==> src/hdl/fvnt_pkg.sv <==
// ============================================================================
// Fractal value noise terrain tiler - shared package
// Widths, hash constants, register codes, band configuration type and the
// smoothstep table builder used by the octave lanes.
// ============================================================================
package fvnt_pkg;

    localparam int CELL_SIDE_DEF    = 64;
    localparam int OCTAVE_COUNT_DEF = 5;
    localparam int BAND_SLOTS_DEF   = 6;

    localparam int CELL_W     = 8;
    localparam int CORNER_W   = 12;
    localparam int HEIGHT_W   = 20;
    localparam int BLOCK_W    = 12;
    localparam int BAND_IDX_W = 3;
    localparam int SEED_W     = 32;
    localparam int AMP_W      = 16;
    localparam int PERS_W     = 16;
    localparam int CEIL_REG_W = 60;
    localparam int BLK_REG_W  = 36;
    localparam int CFG_DATA_W = 60;
    localparam int CFG_ADDR_W = 3;
    localparam int FIELDS_PER_REG = 3;
    localparam int MAX_BANDS  = 6;

    localparam int SCALE_W  = 24;
    localparam int WGT_W    = 17;
    localparam int BLEND_W  = 48;
    localparam int VSUM_W   = 64;
    localparam int NOISE_W  = 32;
    localparam int TERM_W   = 57;
    localparam int SUM_W    = 60;
    localparam int DETAIL_W = 21;

    localparam int SM_DEPTH = 256;
    localparam int SM_IDX_W = 8;

    localparam logic [31:0] HASH_MUL_X = 32'd374761393;
    localparam logic [31:0] HASH_MUL_Y = 32'd668265263;
    localparam logic [31:0] HASH_MIX   = 32'd1274126177;

    localparam logic [WGT_W-1:0] WGT_ONE = 17'h10000;

    typedef enum logic [CFG_ADDR_W-1:0] {
        CFG_SEED,
        CFG_AMP,
        CFG_PERS,
        CFG_CEIL_A,
        CFG_CEIL_B,
        CFG_BLK_A,
        CFG_BLK_B,
        CFG_BAND_CNT
    } t_cfg_reg;

    typedef struct packed {
        logic [CEIL_REG_W-1:0] ceil_a;
        logic [CEIL_REG_W-1:0] ceil_b;
        logic [BLK_REG_W-1:0]  blk_a;
        logic [BLK_REG_W-1:0]  blk_b;
        logic [BAND_IDX_W-1:0] count;
    } t_band_cfg;

    typedef logic [SM_DEPTH-1:0][WGT_W-1:0] t_sm_tbl;

    // Smoothstep weight in Q0.16 for every remainder of a power of two period.
    function automatic t_sm_tbl smooth_table(input int lg);
        t_sm_tbl tbl;
        longint  p;
        longint  p3;
        longint  num;
        tbl = '0;
        p   = longint'(1) << lg;
        p3  = p * p * p;
        for (int r = 0; r < p; r++) begin
            num = (longint'(r) * longint'(r) * (3 * p - 2 * longint'(r))) << 16;
            tbl[SM_IDX_W'(r)] = WGT_W'((num + (p3 >> 1)) >> (3 * lg));
        end
        return tbl;
    endfunction

endpackage

==> src/hdl/fvnt_base.sv <==
// ============================================================================
// Fractal value noise terrain tiler - base height
// Bilinear interpolation of the four corner heights at the pixel centre,
// rounded to Q12.8, then delayed to line up with the noise sum.
// ============================================================================
module fvnt_base #(
    parameter int CELL_SIDE = fvnt_pkg::CELL_SIDE_DEF
) (
    input  logic                                  i_clk,
    input  logic                                  i_en,
    input  logic [$clog2(CELL_SIDE)-1:0]          i_pixel_x,
    input  logic [$clog2(CELL_SIDE)-1:0]          i_pixel_y,
    input  logic signed [fvnt_pkg::CORNER_W-1:0]  i_tl,
    input  logic signed [fvnt_pkg::CORNER_W-1:0]  i_tr,
    input  logic signed [fvnt_pkg::CORNER_W-1:0]  i_bl,
    input  logic signed [fvnt_pkg::CORNER_W-1:0]  i_br,
    output logic signed [fvnt_pkg::HEIGHT_W-1:0]  o_base
);

    localparam int PIX_W = $clog2(CELL_SIDE);
    localparam int WS_W  = PIX_W + 3;
    localparam int LX_W  = fvnt_pkg::CORNER_W + WS_W + 1;
    localparam int NB_W  = LX_W + WS_W + 1;
    localparam int BX_W  = NB_W + 9;
    localparam int SH    = 2 * PIX_W + 2;
    localparam int DLY   = 5;
    localparam logic signed [WS_W-1:0] SPAN = WS_W'(2 * CELL_SIDE);
    localparam logic signed [BX_W-1:0] RND  = BX_W'(2 * CELL_SIDE * CELL_SIDE);

    logic signed [WS_W-1:0] wx1, wx0, wy1, wy0;
    logic signed [LX_W-1:0] n_lx0, n_lx1;
    logic signed [LX_W-1:0] r_lx0, r_lx1;
    logic signed [WS_W-1:0] r_wy0, r_wy1;
    logic signed [NB_W-1:0] n_nb, r_nb;
    logic signed [BX_W-1:0] tmp, shd;
    logic signed [fvnt_pkg::HEIGHT_W-1:0] r_base;
    logic signed [fvnt_pkg::HEIGHT_W-1:0] r_dly [DLY];

    assign wx1 = $signed(WS_W'({i_pixel_x, 1'b1}));
    assign wx0 = SPAN - wx1;
    assign wy1 = $signed(WS_W'({i_pixel_y, 1'b1}));
    assign wy0 = SPAN - wy1;

    assign n_lx0 = LX_W'(i_tl) * LX_W'(wx0) + LX_W'(i_tr) * LX_W'(wx1);
    assign n_lx1 = LX_W'(i_bl) * LX_W'(wx0) + LX_W'(i_br) * LX_W'(wx1);
    assign n_nb  = NB_W'(r_lx0) * NB_W'(r_wy0) + NB_W'(r_lx1) * NB_W'(r_wy1);

    assign tmp = (BX_W'(r_nb) <<< 8) + RND;
    assign shd = tmp >>> SH;

    always_ff @(posedge i_clk) begin
        if (i_en) begin
            r_lx0  <= n_lx0;
            r_lx1  <= n_lx1;
            r_wy0  <= wy0;
            r_wy1  <= wy1;
            r_nb   <= n_nb;
            r_base <= shd[fvnt_pkg::HEIGHT_W-1:0];
            r_dly[0] <= r_base;
            for (int i = 1; i < DLY; i++) begin
                r_dly[i] <= r_dly[i-1];
            end
        end
    end

    assign o_base = r_dly[DLY-1];

endmodule

==> config.mk <==
export PLATFORM = sky130hd
export DESIGN_NAME = fvnt_base
export DESIGN_NICKNAME = d
export VERILOG_FILES = /design/src/hdl/fvnt_pkg.sv /design/src/hdl/fvnt_base.sv
export SDC_FILE = /design/constraint.sdc
export NUM_CORES = 2
export LEC_CHECK = 0
export BUFFER_PORTS_ARGS = -buffer_cell sky130_fd_sc_hd__buf_4
export CORE_MARGIN = 2
export CORE_UTILIZATION = 40
export DETAILED_ROUTE_END_ITERATION = 10
export MAX_ROUTING_LAYER = met4
export PLACE_DENSITY = 0.56
export REMOVE_ABC_BUFFERS = 1
export SLEW_MARGIN = 25
export SYNTH_ARGS = -nofsm -noshare
export SYNTH_HDL_FRONTEND = slang
export SYNTH_SLANG_ARGS = --single-unit
==> constraint.sdc <==
create_clock -name i_clk -period 5.5 [get_ports i_clk]
set_input_delay 0.275 -clock i_clk [delete_from_list [all_inputs] [get_ports i_clk]]
set_output_delay 0.275 -clock i_clk [all_outputs]
set_load 0.02 [all_outputs]
Word-level counts from Yosys, hierarchy flattened:

Memories as Yosys holds them, arrays and structs flattened.
Index checks and enable logic that the tools add are counted.

* add/sub/neg operators: 6
* $mul: 6
* $lt $le $gt $ge: 0
* reductions and logical operators: 0
* shift operators: 0
* divide/modulo/power cells: 0
* bitwise gates (word level): 0
* mux-type cells: 2
* equal/unequal tests: 0

Operators by type and width (count)
* adder 21 x 20 -> 22 bit: 2
* multiplier 12 x 9 -> 21 bit: 2
* multiplier 12 x 8 -> 20 bit: 2
* adder 34 x 15 -> 34 bit (second input constant): 1
* adder 26 bit: 1
* multiplier 22 x 8 -> 26 bit: 1
* multiplier 22 x 9 -> 26 bit: 1
* subtractor 8 x 7 -> 9 bit (first input constant): 2
* 2-to-1 mux 1 bit: 2

* logic and storage cells: 21
* memories kept: 1
* register bits: 105
* latch bits: 0
* ROM bits: 0
* output and inout port bits: 20
* RAM bits: 100

Memories
* r_dly: depth 5, bits a word 20, read ports 5, clocked after memory_dff 0, wr ports 5, RTL line fvnt_base.sv:37 `logic signed [fvnt_pkg::HEIGHT_W-1:0] r_dly [DLY];`

Depth between registers and ports, before layout:

* depth in word-level cells: 3
* gate-level depth with buffers: 24

Worst setup path after synthesis:

Ideal clock, no wire load.

* kind: register to register
* start point: register r_wy0[2]
* end point: register r_nb[24], data pin
* library setup time: 0.258 ns
* path slack: -0.498 ns
* cell stages (with the launch flop): 21
* arrival: 5.740 ns
* cells stage by stage: edfxtp_1 -> clkbuf_1 -> nand2_1 -> fa_1 -> fa_1 -> fa_1 -> inv_1 -> fa_1 -> fa_1 -> inv_1 -> fa_1 -> inv_1 -> ha_1 -> a21o_1 -> a2111oi_4 -> a22oi_2 -> and3_4 -> or2_1 -> a211o_1 -> a21oi_2 -> xnor2_1

* cells in the longest elaborated chain, start to end: 2

Ends and longest elaborated chain
* start, declared: RTL line fvnt_base.sv:33 `logic signed [WS_W-1:0] r_wy0, r_wy1;`
* start signal, assigned: RTL line fvnt_base.sv:55 `r_wy0 <= wy0;`
* multiplier 22 x 9 -> 26 bit: RTL line fvnt_base.sv:46 `assign n_nb = NB_W'(r_lx0) * NB_W'(r_wy0) + NB_W'(r_lx1) * NB_W'(r_wy1);`
* adder 26 bit: RTL line fvnt_base.sv:46
* net n_nb[24]: RTL line fvnt_base.sv:34 `logic signed [NB_W-1:0] n_nb, r_nb;`
* end signal, assigned: RTL line fvnt_base.sv:57 `r_nb <= n_nb;`
* end, declared: RTL line fvnt_base.sv:34

The timed path passes the listed nets, and every way through them passes these cells.
A chain may end at the register's enable or synchronous reset.

Worst setup path in the final report:

* start point: register r_wy0[3]
* end point: register r_nb[20], data pin

The elaborated chain is that of the path after synthesis.

==> summary.txt <==
Floorplanning
  • DIE WIDTH: between 200 and 300 um
  • DIE AREA: about 77000 sq um
  • Effective utilization at floorplan: between 40% and 50%
  • DIE HEIGHT: 276.9 um
  • Core footprint: about 74000 sq um
  • Std cell rows: 100
  • I/O pin count: 82

Routing
  • Drt wl/cell: approximately 15 um
  • Via count: between 15000 and 20000
  • Vias per Instance: 4.569
  • Initial DRC Count: between 700 and 800
  • Residual DRC: 0
  • Routed Wire Length: roughly 63 mm
  • Routed Antenna Nets: 0
  • Pre-antenna DRT Iters: 5

Synth
  • Synth async-reset ratio: 0%
  • Sequential area share after synthesis: 19.87%
  • Post-synth top area share: between 30% and 40%
  • Main flop type after synthesis: edfxtp_1
  • EDFF count, synth: 197
  • #FFs+latches synth: 197
  • Synth Warn #: 0
  • Commonest cells post-synth: 833 x inv_1, 589 x fa_1, 274 x ha_1
  • Synth area leader: fa_1
  • Post-Synthesis Cells: between 2000 and 3000
  • Most common cell in the netlist: inv_1
  • Count of cell types in the netlist: 47
  • Dominant cells by area after synthesis: fa_1 40%, edfxtp_1 20%, ha_1 12%, inv_1 11%, and2_1 4.5%
  • Avg Cell Area, Syn: around 10 sq um
  • Synth Cell Area: 29780 sq um

Worst setup path
  • Critical path class: flip-flop to flip-flop
  • Critical Path RT: approximately 5700 ps
  • Slowest CP cell: edfxtp_1
  • Slowest Stage Delay on Critical Path: 530 ps
  • CP max FO: 6
  • Critical Path, Cell by Cell: buf_6, nand2_4, fa_1, fa_1, fa_1, inv_2, fa_1, fa_1, inv_1, fa_1, inv_2, ha_4, a21o_1, a2111oi_4, a22oi_2, and3_4, or3_4, a221oi_4, xnor2_1
  • Worst Path Arrival: ~6100 ps
  • Worst setup SP type: flip-flop
  • CP endpoint kind: flip-flop
  • Most Frequent Cell on Critical Path: fa_1

Hold path
  • Hold Crit Class: primary input to flip-flop

CTS
  • Root Buffer: clkbuf_16
  • CTS tree: done
  • Clock Path Buffers: 2
  • Clk sinks: slightly below 200
  • Clk_lat worst skew: ~460 ps
  • Cts bufs inserted: 17
  • Reg clk slew, reported paths: roughly 90 ps
  • Htree depth: 4

Final layout
  • Final net count: around 4100
  • Share of layout cells above drive strength 1: roughly 16%
  • Fill cells: approximately 7000
  • Synthesis-to-layout area growth: 17.16%
  • Antenna cells: 0

Outcome
  • Outcome: complete, but fails checks
  • Failing checks: setup timing

Placed design
  • HPWL after DPL: between 50 and 60 mm
  • DP Worst Slack: -614.4 ps
  • PortBufs: approximately 80
  • Placer Congestion: a little under 0.9

Timing
  • Max Clock Skew: around 16 ps
  • Slew margin rel.: between 50% and 60%
  • Worst Tran Pin Value: about 720 ps
  • Period minus WS final: between 5000 and 6000 ps
  • Slack of the critical path: -352.7 ps
  • F_max: 170.9 MHz
  • RSZ-0062 raised after global routing: yes
  • Crit share post-route: 106.4%
  • Slew Viols, Final: 0
  • Hold Vio Cnt, Final: 0
  • Setup violations, final: 10

Job
  • Max-cap violations: 0

GRT
  • Via count of the first global-routing pass: about 21000
  • Initial antenna violation count: 0
  • Overall routing resource usage: 17.58%
  • Grt ovf: 0
  • Largest net degree at the start of global routing: around 120
  • First-pass GRT wire length: approximately 110 mm
## through the flow
step                TNS (ps)  hold slack (ps)  instances  cell area [sq um]  util [%]
floorplan              -3040            373.9       2788              29430         -
global placement       -6799            400.3       4123              33480     45.20
detailed placement     -9854            404.5       4123              33480     45.20
CTS                    -1538            4.795       4171              34540     46.63
global route           -4371            4.653       4181              34890     47.10
finish                 -2114            16.37       4181              34890     47.10
## cells by family after synthesis
family                     synth area share [%]
and+or+nand+nor                           11.65
buffers and inverters                     11.68
adders and majority gates                 51.11
xor gates and xnor gates                  3.059
DFF                                       19.87
AOI/OAI and AO/OA                         2.630
## metal layers
layer  part of all wire [%]  GRT usage, %
met5                      0             -
met4                    2.6         4.487
met3                    2.1         1.535
met2                     51         30.79
met1                     45         21.97
## layout make-up
type	instances	area (sq um)	area share (%)
Multi-Input combinational cell	1758	20770	59.54
Sequential cell	197	5916	16.96
Clock buffer	17	425.4	1.219
Inverter	833	3127	8.962
Clock inverter	15	229.0	0.6563
Tap cell	969	1212	3.475
Timing Repair Buffer	392	3207	9.191
## path summary, 6_finish.rpt
path | depth (start not counted) | from | slack, ps | to
worst max-delay path | 19 | r_wy0[3]$_DFFE_PP_ | -350 | r_nb[20]$_DFFE_PP_
worst min-delay path | 1 | i_pixel_y[3] | 20 | r_wy1[4]$_DFFE_PP_
worst max register to register | 19 | r_wy0[3]$_DFFE_PP_ | -350 | r_nb[20]$_DFFE_PP_
worst min register to register | 0 | r_dly[0][7]$_DFFE_PP_ | 410 | r_dly[0][27]$_DFFE_PP_
## state kept, by name, summed over array words and instances (netlist names)
register	flops
r_dly	100
r_lx0	22
r_lx1	22
r_nb	21
r_base	20
r_wy0	6
r_wy1	6
## placed cells by master (no fill, tap or decap), types with 28 or more instances in the layout
cell | Yosys | routed
nor2b_1 | 39 | 39
edfxtp_1 | 197 | 197
nor2_1 | 67 | 63
fa_1 | 589 | 580
and2_1 | 214 | 211
buf_4 | 20 | 350
xnor2_1 | 81 | 81
a21oi_1 | 45 | 31
buf_6 | 0 | 28
ha_1 | 274 | 261
inv_1 | 833 | 819
nand2b_1 | 85 | 81
nand2_1 | 216 | 208
## what timing repair did
item	4_1_cts	5_1_grt
gates cloned	2	0
hold buffers	3	0
resized for setup	64	59
hold endpoints to repair	3	0
pin swaps	34	54
endpoints found under the setup margin	15	26
setup buffers	12	12
## worst max-delay path, delay by kind of cell (launching register included)
family	cells	cell delay, ps
compound gates	4	920
xor+xnor	1	100
flops	1	530
buf+inv	4	300
simple gates	3	640
fa+ha+maj	7	3110
Power is left out: the tool's default activity adds up to more than one toggle a clock period on the data nets, which glitch-free logic cannot reach.
