<file path="src/hdl/fvnt_pkg.sv">
// ============================================================================
// Fractal value noise terrain tiler - shared package
// Widths, hash constants, register codes, band configuration type and the
// smoothstep table builder used by the octave lanes.
// ============================================================================
package fvnt_pkg;

    localparam int CELL_SIDE_DEF    = 64;
    localparam int OCTAVE_COUNT_DEF = 5;
    localparam int BAND_SLOTS_DEF   = 6;

    localparam int CELL_W     = 8;
    localparam int CORNER_W   = 12;
    localparam int HEIGHT_W   = 20;
    localparam int BLOCK_W    = 12;
    localparam int BAND_IDX_W = 3;
    localparam int SEED_W     = 32;
    localparam int AMP_W      = 16;
    localparam int PERS_W     = 16;
    localparam int CEIL_REG_W = 60;
    localparam int BLK_REG_W  = 36;
    localparam int CFG_DATA_W = 60;
    localparam int CFG_ADDR_W = 3;
    localparam int FIELDS_PER_REG = 3;
    localparam int MAX_BANDS  = 6;

    localparam int SCALE_W  = 24;
    localparam int WGT_W    = 17;
    localparam int BLEND_W  = 48;
    localparam int VSUM_W   = 64;
    localparam int NOISE_W  = 32;
    localparam int TERM_W   = 57;
    localparam int SUM_W    = 60;
    localparam int DETAIL_W = 21;

    localparam int SM_DEPTH = 256;
    localparam int SM_IDX_W = 8;

    localparam logic [31:0] HASH_MUL_X = 32'd374761393;
    localparam logic [31:0] HASH_MUL_Y = 32'd668265263;
    localparam logic [31:0] HASH_MIX   = 32'd1274126177;

    localparam logic [WGT_W-1:0] WGT_ONE = 17'h10000;

    typedef enum logic [CFG_ADDR_W-1:0] {
        CFG_SEED,
        CFG_AMP,
        CFG_PERS,
        CFG_CEIL_A,
        CFG_CEIL_B,
        CFG_BLK_A,
        CFG_BLK_B,
        CFG_BAND_CNT
    } t_cfg_reg;

    typedef struct packed {
        logic [CEIL_REG_W-1:0] ceil_a;
        logic [CEIL_REG_W-1:0] ceil_b;
        logic [BLK_REG_W-1:0]  blk_a;
        logic [BLK_REG_W-1:0]  blk_b;
        logic [BAND_IDX_W-1:0] count;
    } t_band_cfg;

    typedef logic [SM_DEPTH-1:0][WGT_W-1:0] t_sm_tbl;

    // Smoothstep weight in Q0.16 for every remainder of a power of two period.
    function automatic t_sm_tbl smooth_table(input int lg);
        t_sm_tbl tbl;
        longint  p;
        longint  p3;
        longint  num;
        tbl = '0;
        p   = longint'(1) << lg;
        p3  = p * p * p;
        for (int r = 0; r < p; r++) begin
            num = (longint'(r) * longint'(r) * (3 * p - 2 * longint'(r))) << 16;
            tbl[SM_IDX_W'(r)] = WGT_W'((num + (p3 >> 1)) >> (3 * lg));
        end
        return tbl;
    endfunction

endpackage

</file>
<file path="src/hdl/fvnt_band.sv">
// ============================================================================
// Fractal value noise terrain tiler - band classifier
// Picks the first band in use whose ceiling is not below the height, or the
// last band in use if there is none, and registers the result item.
// ============================================================================
module fvnt_band #(
    parameter int BAND_SLOTS = fvnt_pkg::BAND_SLOTS_DEF
) (
    input  logic                                  i_clk,
    input  logic                                  i_en,
    input  logic signed [fvnt_pkg::HEIGHT_W-1:0]  i_height,
    input  fvnt_pkg::t_band_cfg                   i_cfg,
    output logic signed [fvnt_pkg::HEIGHT_W-1:0]  o_height,
    output logic [fvnt_pkg::BLOCK_W-1:0]          o_tile_block,
    output logic [fvnt_pkg::BAND_IDX_W-1:0]       o_band_index
);

    localparam int HW = fvnt_pkg::HEIGHT_W;
    localparam int KW = fvnt_pkg::BLOCK_W;
    localparam int IW = fvnt_pkg::BAND_IDX_W;
    localparam int FP = fvnt_pkg::FIELDS_PER_REG;

    logic signed [HW-1:0] ceil_v [fvnt_pkg::MAX_BANDS];
    logic [KW-1:0]        blk_v  [fvnt_pkg::MAX_BANDS];
    logic [IW-1:0]        cnt;
    logic [IW-1:0]        chosen;

    logic signed [HW-1:0] r_height;
    logic [KW-1:0]        r_tile;
    logic [IW-1:0]        r_band;

    always_comb begin
        for (int i = 0; i < FP; i++) begin
            ceil_v[i]      = $signed(i_cfg.ceil_a[HW*i +: HW]);
            ceil_v[i + FP] = $signed(i_cfg.ceil_b[HW*i +: HW]);
            blk_v[i]       = i_cfg.blk_a[KW*i +: KW];
            blk_v[i + FP]  = i_cfg.blk_b[KW*i +: KW];
        end
    end

    always_comb begin
        if (i_cfg.count == '0) begin
            cnt = IW'(1);
        end else if (i_cfg.count > IW'(BAND_SLOTS)) begin
            cnt = IW'(BAND_SLOTS);
        end else begin
            cnt = i_cfg.count;
        end
        chosen = cnt - IW'(1);
        for (int i = BAND_SLOTS - 1; i >= 0; i--) begin
            if ((IW'(i) < cnt) && (i_height <= ceil_v[i])) begin
                chosen = IW'(i);
            end
        end
    end

    always_ff @(posedge i_clk) begin
        if (i_en) begin
            r_height <= i_height;
            r_tile   <= blk_v[chosen];
            r_band   <= chosen;
        end
    end

    assign o_height     = r_height;
    assign o_tile_block = r_tile;
    assign o_band_index = r_band;

endmodule

</file>
<file path="config.mk">
export PLATFORM = sky130hd
export DESIGN_NAME = fvnt_band
export DESIGN_NICKNAME = d
export VERILOG_FILES = /design/src/hdl/fvnt_pkg.sv /design/src/hdl/fvnt_band.sv
export SDC_FILE = /design/constraint.sdc
export NUM_CORES = 1
export LEC_CHECK = 0
export BUFFER_PORTS_ARGS = -buffer_cell sky130_fd_sc_hd__buf_4
export CAP_MARGIN = 25
export CORE_ASPECT_RATIO = 1.5
export CORE_MARGIN = 2
export CORE_UTILIZATION = 49
export CTS_BUF_LIST = sky130_fd_sc_hd__clkbuf_4 sky130_fd_sc_hd__clkbuf_8
export DETAILED_ROUTE_END_ITERATION = 7
export GPL_TIMING_DRIVEN = 0
export PLACE_DENSITY = 0.89
export SYNTH_ARGS = -nofsm -noshare
export SYNTH_HDL_FRONTEND = slang
export SYNTH_SLANG_ARGS = --single-unit
</file>
<file path="constraint.sdc">
create_clock -name i_clk -period 3.7 [get_ports i_clk]
set_clock_uncertainty 0.2 [all_clocks]
set_input_delay 0.555 -clock i_clk [delete_from_list [all_inputs] [get_ports i_clk]]
set_output_delay 0.555 -clock i_clk [all_outputs]
set_load 0.03 [all_outputs]
</file>
# Word-level counts from Yosys, hierarchy flattened
# Index checks and enable logic that the tools add are counted.
# totals
register_bits,35
in_bits,217
output_inout_bits,35
wordCells,37
# classes
n_addsub,1
magnitude_cmp,14
n_mux,11
n_bitwise,1
n_reduce_logical,7
# op_table
op,n
less-or-equal comparator 20 bit,6
binary-select mux 12 bit (select 3 bit),1
two-way mux 12 bit,2
two-way mux 3 bit,8
logical AND 1 bit,6
less-than comparator 1 x 3 -> 1 bit (first input constant),2
less-than comparator 2 x 3 -> 1 bit (first input constant),2
less-than comparator 3 bit (first input constant),2
>= comparator 4 bit (second input constant),1
inverter 3 -> 4 bit,1
greater-than comparator 3 bit (second input constant),1
logical NOT 3 bit,1
subtractor 3 x 1 -> 3 bit (second input constant),1

# Logic depth before layout (Yosys ltp)
# depth
ltp_word,15
ltp_mapped,12
mapped_depth_nobuf,11

# Worst setup path before layout
# OpenSTA, ideal clock, no wires.
# synth_path
path_kind,input to register
start,in i_cfg[194] in the netlist's numbering
end,reg r_tile[2] (netlist: o_tile_block[2]) (data pin)
setup_ns,0.266
arrival_ns,2.995
required_ns,3.234
path_slack_ns,0.239
stages,12
n_path_buf,1
path_cell_list,inv_1 -> ha_1 -> nand3_2 -> or4_4 -> a211oi_2 -> nor4_2 -> nor4_4 -> nand3_2 -> a31oi_4 -> buf_12 -> mux2i_1 -> o221ai_2
# synth_between
elab_chain_cells,9
# synth_lines
item,line_no,rtl
from (decl),fvnt_band.sv:12,"input fvnt_pkg::t_band_cfg i_cfg,"
less-or-equal comparator 20 bit,fvnt_band.sv:51,if ((IW'(i) < cnt) && (i_height <= ceil_v[i])) begin
logical AND 1 bit,fvnt_band.sv:51,
two-way mux 3 bit (3 in series),fvnt_band.sv:51,
via chosen[0],fvnt_band.sv:26,logic [IW-1:0] chosen;
inverter 3 -> 4 bit (not written as such),fvnt_band.sv:60,r_tile <= blk_v[chosen];
binary-select mux 12 bit (select 3 bit),fvnt_band.sv:60,
two-way mux 12 bit (not written as such) (2 in series),fvnt_band.sv:60,
to (signal assigned),fvnt_band.sv:60,
to (decl),fvnt_band.sv:29,logic [KW-1:0] r_tile;
# The timed path passes the listed nets, and every way through them passes these cells. The select of a mux whose other input is x is not followed.
# A chain may end at the register's enable or synchronous reset.

# Final worst setup path
# layout_path
start,in i_height[19] in the netlist's numbering
end,reg r_tile[8] (netlist: o_tile_block[8]) (data pin)
# layout_between
elab_chain_cells,12
elab_cells_between_ends,22
classes_between,6 x order compare; 9 x mux; 1 x bitwise; 6 x reduce/logical
# layout_lines
item,line_no,rtl
from (decl),fvnt_band.sv:11,"input logic signed [fvnt_pkg::HEIGHT_W-1:0] i_height,"
less-or-equal comparator 20 bit,fvnt_band.sv:51,
logical AND 1 bit,fvnt_band.sv:51,
two-way mux 3 bit (5 in series),fvnt_band.sv:51,
two-way mux 3 bit (*),fvnt_band.sv:51,
inverter 3 -> 4 bit (not written as such) (*),fvnt_band.sv:60,
binary-select mux 12 bit (select 3 bit) (*),fvnt_band.sv:60,
two-way mux 12 bit (not written as such) (*) (2 in series),fvnt_band.sv:60,
# Mark *: on every way between the ends. The rest lies on a longest branch, timed or not. The select of a mux whose other input is x is not followed.

==> results <==
- The type of destination of the critical path is a flop.
- In this run, distinct cell masters in the synthesized netlist total 64.
- The peak supply drop is between 0.00015 and 0.0002 V.
- The total number of placement rows is 46.
- The number of maximum-capacitance violations is 0.
- Yosys attributes the largest share of cell area to sky130_fd_sc_hd__ha_1 29%, sky130_fd_sc_hd__edfxtp_1 20%, sky130_fd_sc_hd__inv_1 9.0%.
- Summing the sequential cell areas from Yosys gives between 20% and 30% of the chip area.
- The post-layout net count is 1171.
- The number of global-route vias before repair was around 5500.
- The total wirelength of the detailed-routed design is about 17000 microns.
- The layout has ~820 filler cells.
- No sink is reached through more buffers than the 2 on the longest clock path.
- The post-route fraction of the period consumed by the critical path is between 90% and 100%.
- The netlist area before placement is roughly 5200 sq um.
- The worst hold path class is primary input to flop.
- The synthesized design spends more area on one cell type than any other, namely sky130_fd_sc_hd__ha_1.
- After detailed routing, the number of vias per cell comes to ~5.6.
- Counting I/O delays and the setup requirement, the final critical path takes 3610 ps.
- The count of synthesis-stage warnings from yosys is 0.
- The wire length per cell is 17.5 microns.
- The type of the setup path with the least slack is primary input to flop.
- The post-synthesis net count is between 900 and 1000.
- The die span in y is about 130 microns.
- The largest net degree at the start of global routing is 36.
- Once placement finished, the instance area stood at roughly 7200 sq um.
- The worst-path maximum fanout is 10.
- The routability congestion estimate from global placement is 0.899.
- The number of enable-type register cells in the synthesized netlist is 35.
- The level count of the clock H-tree is 2.
- Power comes to about 1.9 mW.
- The number of buffers added by the clock tree synthesis step is 5.
- The core area is 10400 sq um.
- The count of TritonRoute iterations in the first routing pass is 5.
- The first global-routing pass estimated between 20000 and 30000 microns of wire.
- The library cell used most frequently in the layout, excluding fill and tap cells, is sky130_fd_sc_hd__buf_4.
- The total negative setup slack is 0 ps.
- The clock tree from TritonCTS is done.
- The repair_antennas step left the layout with diodes totalling 0.
- With fillers left out, the area of the finished cells amounts to ~7400 sq um.
- In the routed design, unresolved DRC markers number 0.
- Headroom to the max-slew limit came out at just over 60%.
- The leakage component of the power is approximately 3.9 nW.
- STA puts the critical path data required time at ~3600 ps.
- Detailed placement finished with a half-perimeter wire length of between 10000 and 15000 microns.
- The flow ran to the end, and the final reports show no timing, DRC or antenna violations.
- Setup repair after global routing left no endpoint under its margin.
- Setup violations remaining at the end of the flow were counted as 0.
- Dividing total power by cell area gives a power density of 257 nW/um^2.
- The clock sink total is 35.
- The most used flip-flop cell after synthesis is sky130_fd_sc_hd__edfxtp_1.
- between 200 and 300 I/O pins were placed.
- The worst setup path is launched from a primary input.
- In this run the horizontal extent of the chip is 88.0 microns.
- Derived from the worst setup path, the maximum achievable clock frequency is between 200 and 300 MHz.
- The CTS clock-pin slew for the worst setup and hold paths is approximately 90 ps.
- The flop and latch count out of synthesis is 35.
- The data arrival time at the worst-slack endpoint is about 3600 ps.
- The routed layout has ~5400 vias.
- The number of antenna violations at the first check in global routing is 0.
- The detailed router finished its first iteration with between 200 and 250 violations.
- The pre-CTS setup slack is -402 ps.
- For this run the aggregate overflow at the end of global routing stands at 0.
- The async set-reset flop share out of synthesis is 0%.
- The post-layout worst setup margin is 90.9 ps.
- In the synthesized netlist, the number of instances is 574.
- The synthesized area divided by synthesized cell count is roughly 9 sq um.
- The top cell type by area accounts for roughly 29% of the synthesized area.
- The starting density of the core is around half.
- In the layout the commonest cells are 254 x sky130_fd_sc_hd__buf_4, 124 x sky130_fd_sc_hd__inv_1, 121 x sky130_fd_sc_hd__ha_1, 38 x sky130_fd_sc_hd__a21oi_1, 35 x sky130_fd_sc_hd__edfxtp_1.
- The root buffer cell chosen for the clock tree is sky130_fd_sc_hd__clkbuf_8.
- The final hold violation count was 0.
- From synthesis to final layout, the design area changed by 43.7%.
- Global routing used roughly 29% of the available tracks.
- The floorplan step defined a die boundary enclosing around 11000 sq um.
- For the pin with the worst max-slew slack, the measured transition is 562 ps.
- The total of buffers placed on input and output ports is 250.
- The post-detailed-route count of antenna-violating nets is 0.
- The fraction of final layout cells sized beyond drive strength 1 is between 30 and 40%.
- The final count of pins violating max slew is 0.
## state kept, by name, indices dropped and copies added, names as in the netlist
| name | flops |
|---|---|
| o_height | 20 |
| o_band_index | 3 |
| o_tile_block | 12 |
## Yosys cell counts, types with 3 or more instances
cell,instances
sky130_fd_sc_hd__a211oi_1,3
sky130_fd_sc_hd__a21o_1,10
sky130_fd_sc_hd__a21oi_1,38
sky130_fd_sc_hd__a221oi_1,4
sky130_fd_sc_hd__a22oi_2,10
sky130_fd_sc_hd__a31oi_1,8
sky130_fd_sc_hd__and3_1,3
sky130_fd_sc_hd__and4_1,6
sky130_fd_sc_hd__buf_6,3
sky130_fd_sc_hd__edfxtp_1,35
sky130_fd_sc_hd__ha_1,121
sky130_fd_sc_hd__inv_1,124
sky130_fd_sc_hd__mux2i_1,25
sky130_fd_sc_hd__nand2_1,26
sky130_fd_sc_hd__nand3_1,9
sky130_fd_sc_hd__nand3_2,3
sky130_fd_sc_hd__nand4_1,24
sky130_fd_sc_hd__nor2_1,11
sky130_fd_sc_hd__nor2b_1,8
sky130_fd_sc_hd__nor3_1,5
sky130_fd_sc_hd__nor4_1,3
sky130_fd_sc_hd__o211ai_1,4
sky130_fd_sc_hd__o21a_1,4
sky130_fd_sc_hd__o21ai_0,28
sky130_fd_sc_hd__o221ai_2,10
## timing repair
| item | CTS | global route |
|---|---|---|
| hold buffers | 0 | 0 |
| gates resized for setup | 3 | 11 |
| pin swaps | 1 | 3 |
| endpoints found under the setup margin | 8 | 11 |
| setup buffers | 1 | 1 |
| gates cloned | 0 | 0 |
## logic make-up after synthesis
group,Yosys count,share of synthesized area (%)
muxes,26,5.05
adders and majority gates,121,29.2
xor gates and xnor gates,1,0.169
buffers and inverters,131,10.5
AOI/OAI and AO/OA,149,22.2
DFF,35,20.3
and+or+nand+nor,111,12.6
## power by group
group / total (mW) / internal (mW) / switching (mW) / leakage, nW
Sequential: 0.515 / 0.500 / 0.0147 / 0.341
Combinational: 1.02 / 0.482 / 0.535 / 3.53
Clock: 0.385 / 0.201 / 0.183 / 0.0581
## layer usage
metal	track usage, %	vias to the layer above	share of wire (%)
met5	0	-	0
met3	5.82	45	7.7
met2	56.3	240	53
li1	-	2647	-
met1	29.5	2513	35
met4	12.9	0	4.0
## stage by stage
stage | util (%) | std cells | hold WS [ps]
floorplan | - | 574 | 454
global placement | 69.5 | 968 | 548
detailed placement | 69.5 | 968 | 546
CTS | 70.8 | 977 | 216
global route | 71.4 | 978 | 221
finish | 71.4 | 978 | 226
## cell type report
cell class                      count  area, sq um  area share [%]
Timing Repair Buffer              252         1890            25.4
Inverter                          124          465            6.25
Sequential cell                    35         1050            14.1
Clock inverter                      3         43.8           0.588
Buffer                              7         80.1            1.08
Clock buffer                        5         68.8           0.925
Tap cell                          144          180            2.42
Multi-Input combinational cell    408         3660            49.2
## critical path: stages
cell,delay (ps)
sky130_fd_sc_hd__buf_4,160
sky130_fd_sc_hd__ha_1,340
sky130_fd_sc_hd__nand3_2,120
sky130_fd_sc_hd__or4_4,580
sky130_fd_sc_hd__a211oi_4,250
sky130_fd_sc_hd__nor4_2,130
sky130_fd_sc_hd__o32ai_2,340
sky130_fd_sc_hd__o31ai_1,150
sky130_fd_sc_hd__o41ai_2,440
sky130_fd_sc_hd__buf_4,290
sky130_fd_sc_hd__a22oi_2,90
sky130_fd_sc_hd__o221ai_2,90
## final timing paths
path	startpoint	endpoint	slack, ps	depth (start not counted)
worst max-delay path	i_height[19]	o_tile_block[8]	90	12
worst min-delay path	i_height[0]	o_height[0]	230	1
Note: power is estimated with default switching activity, not from simulation.
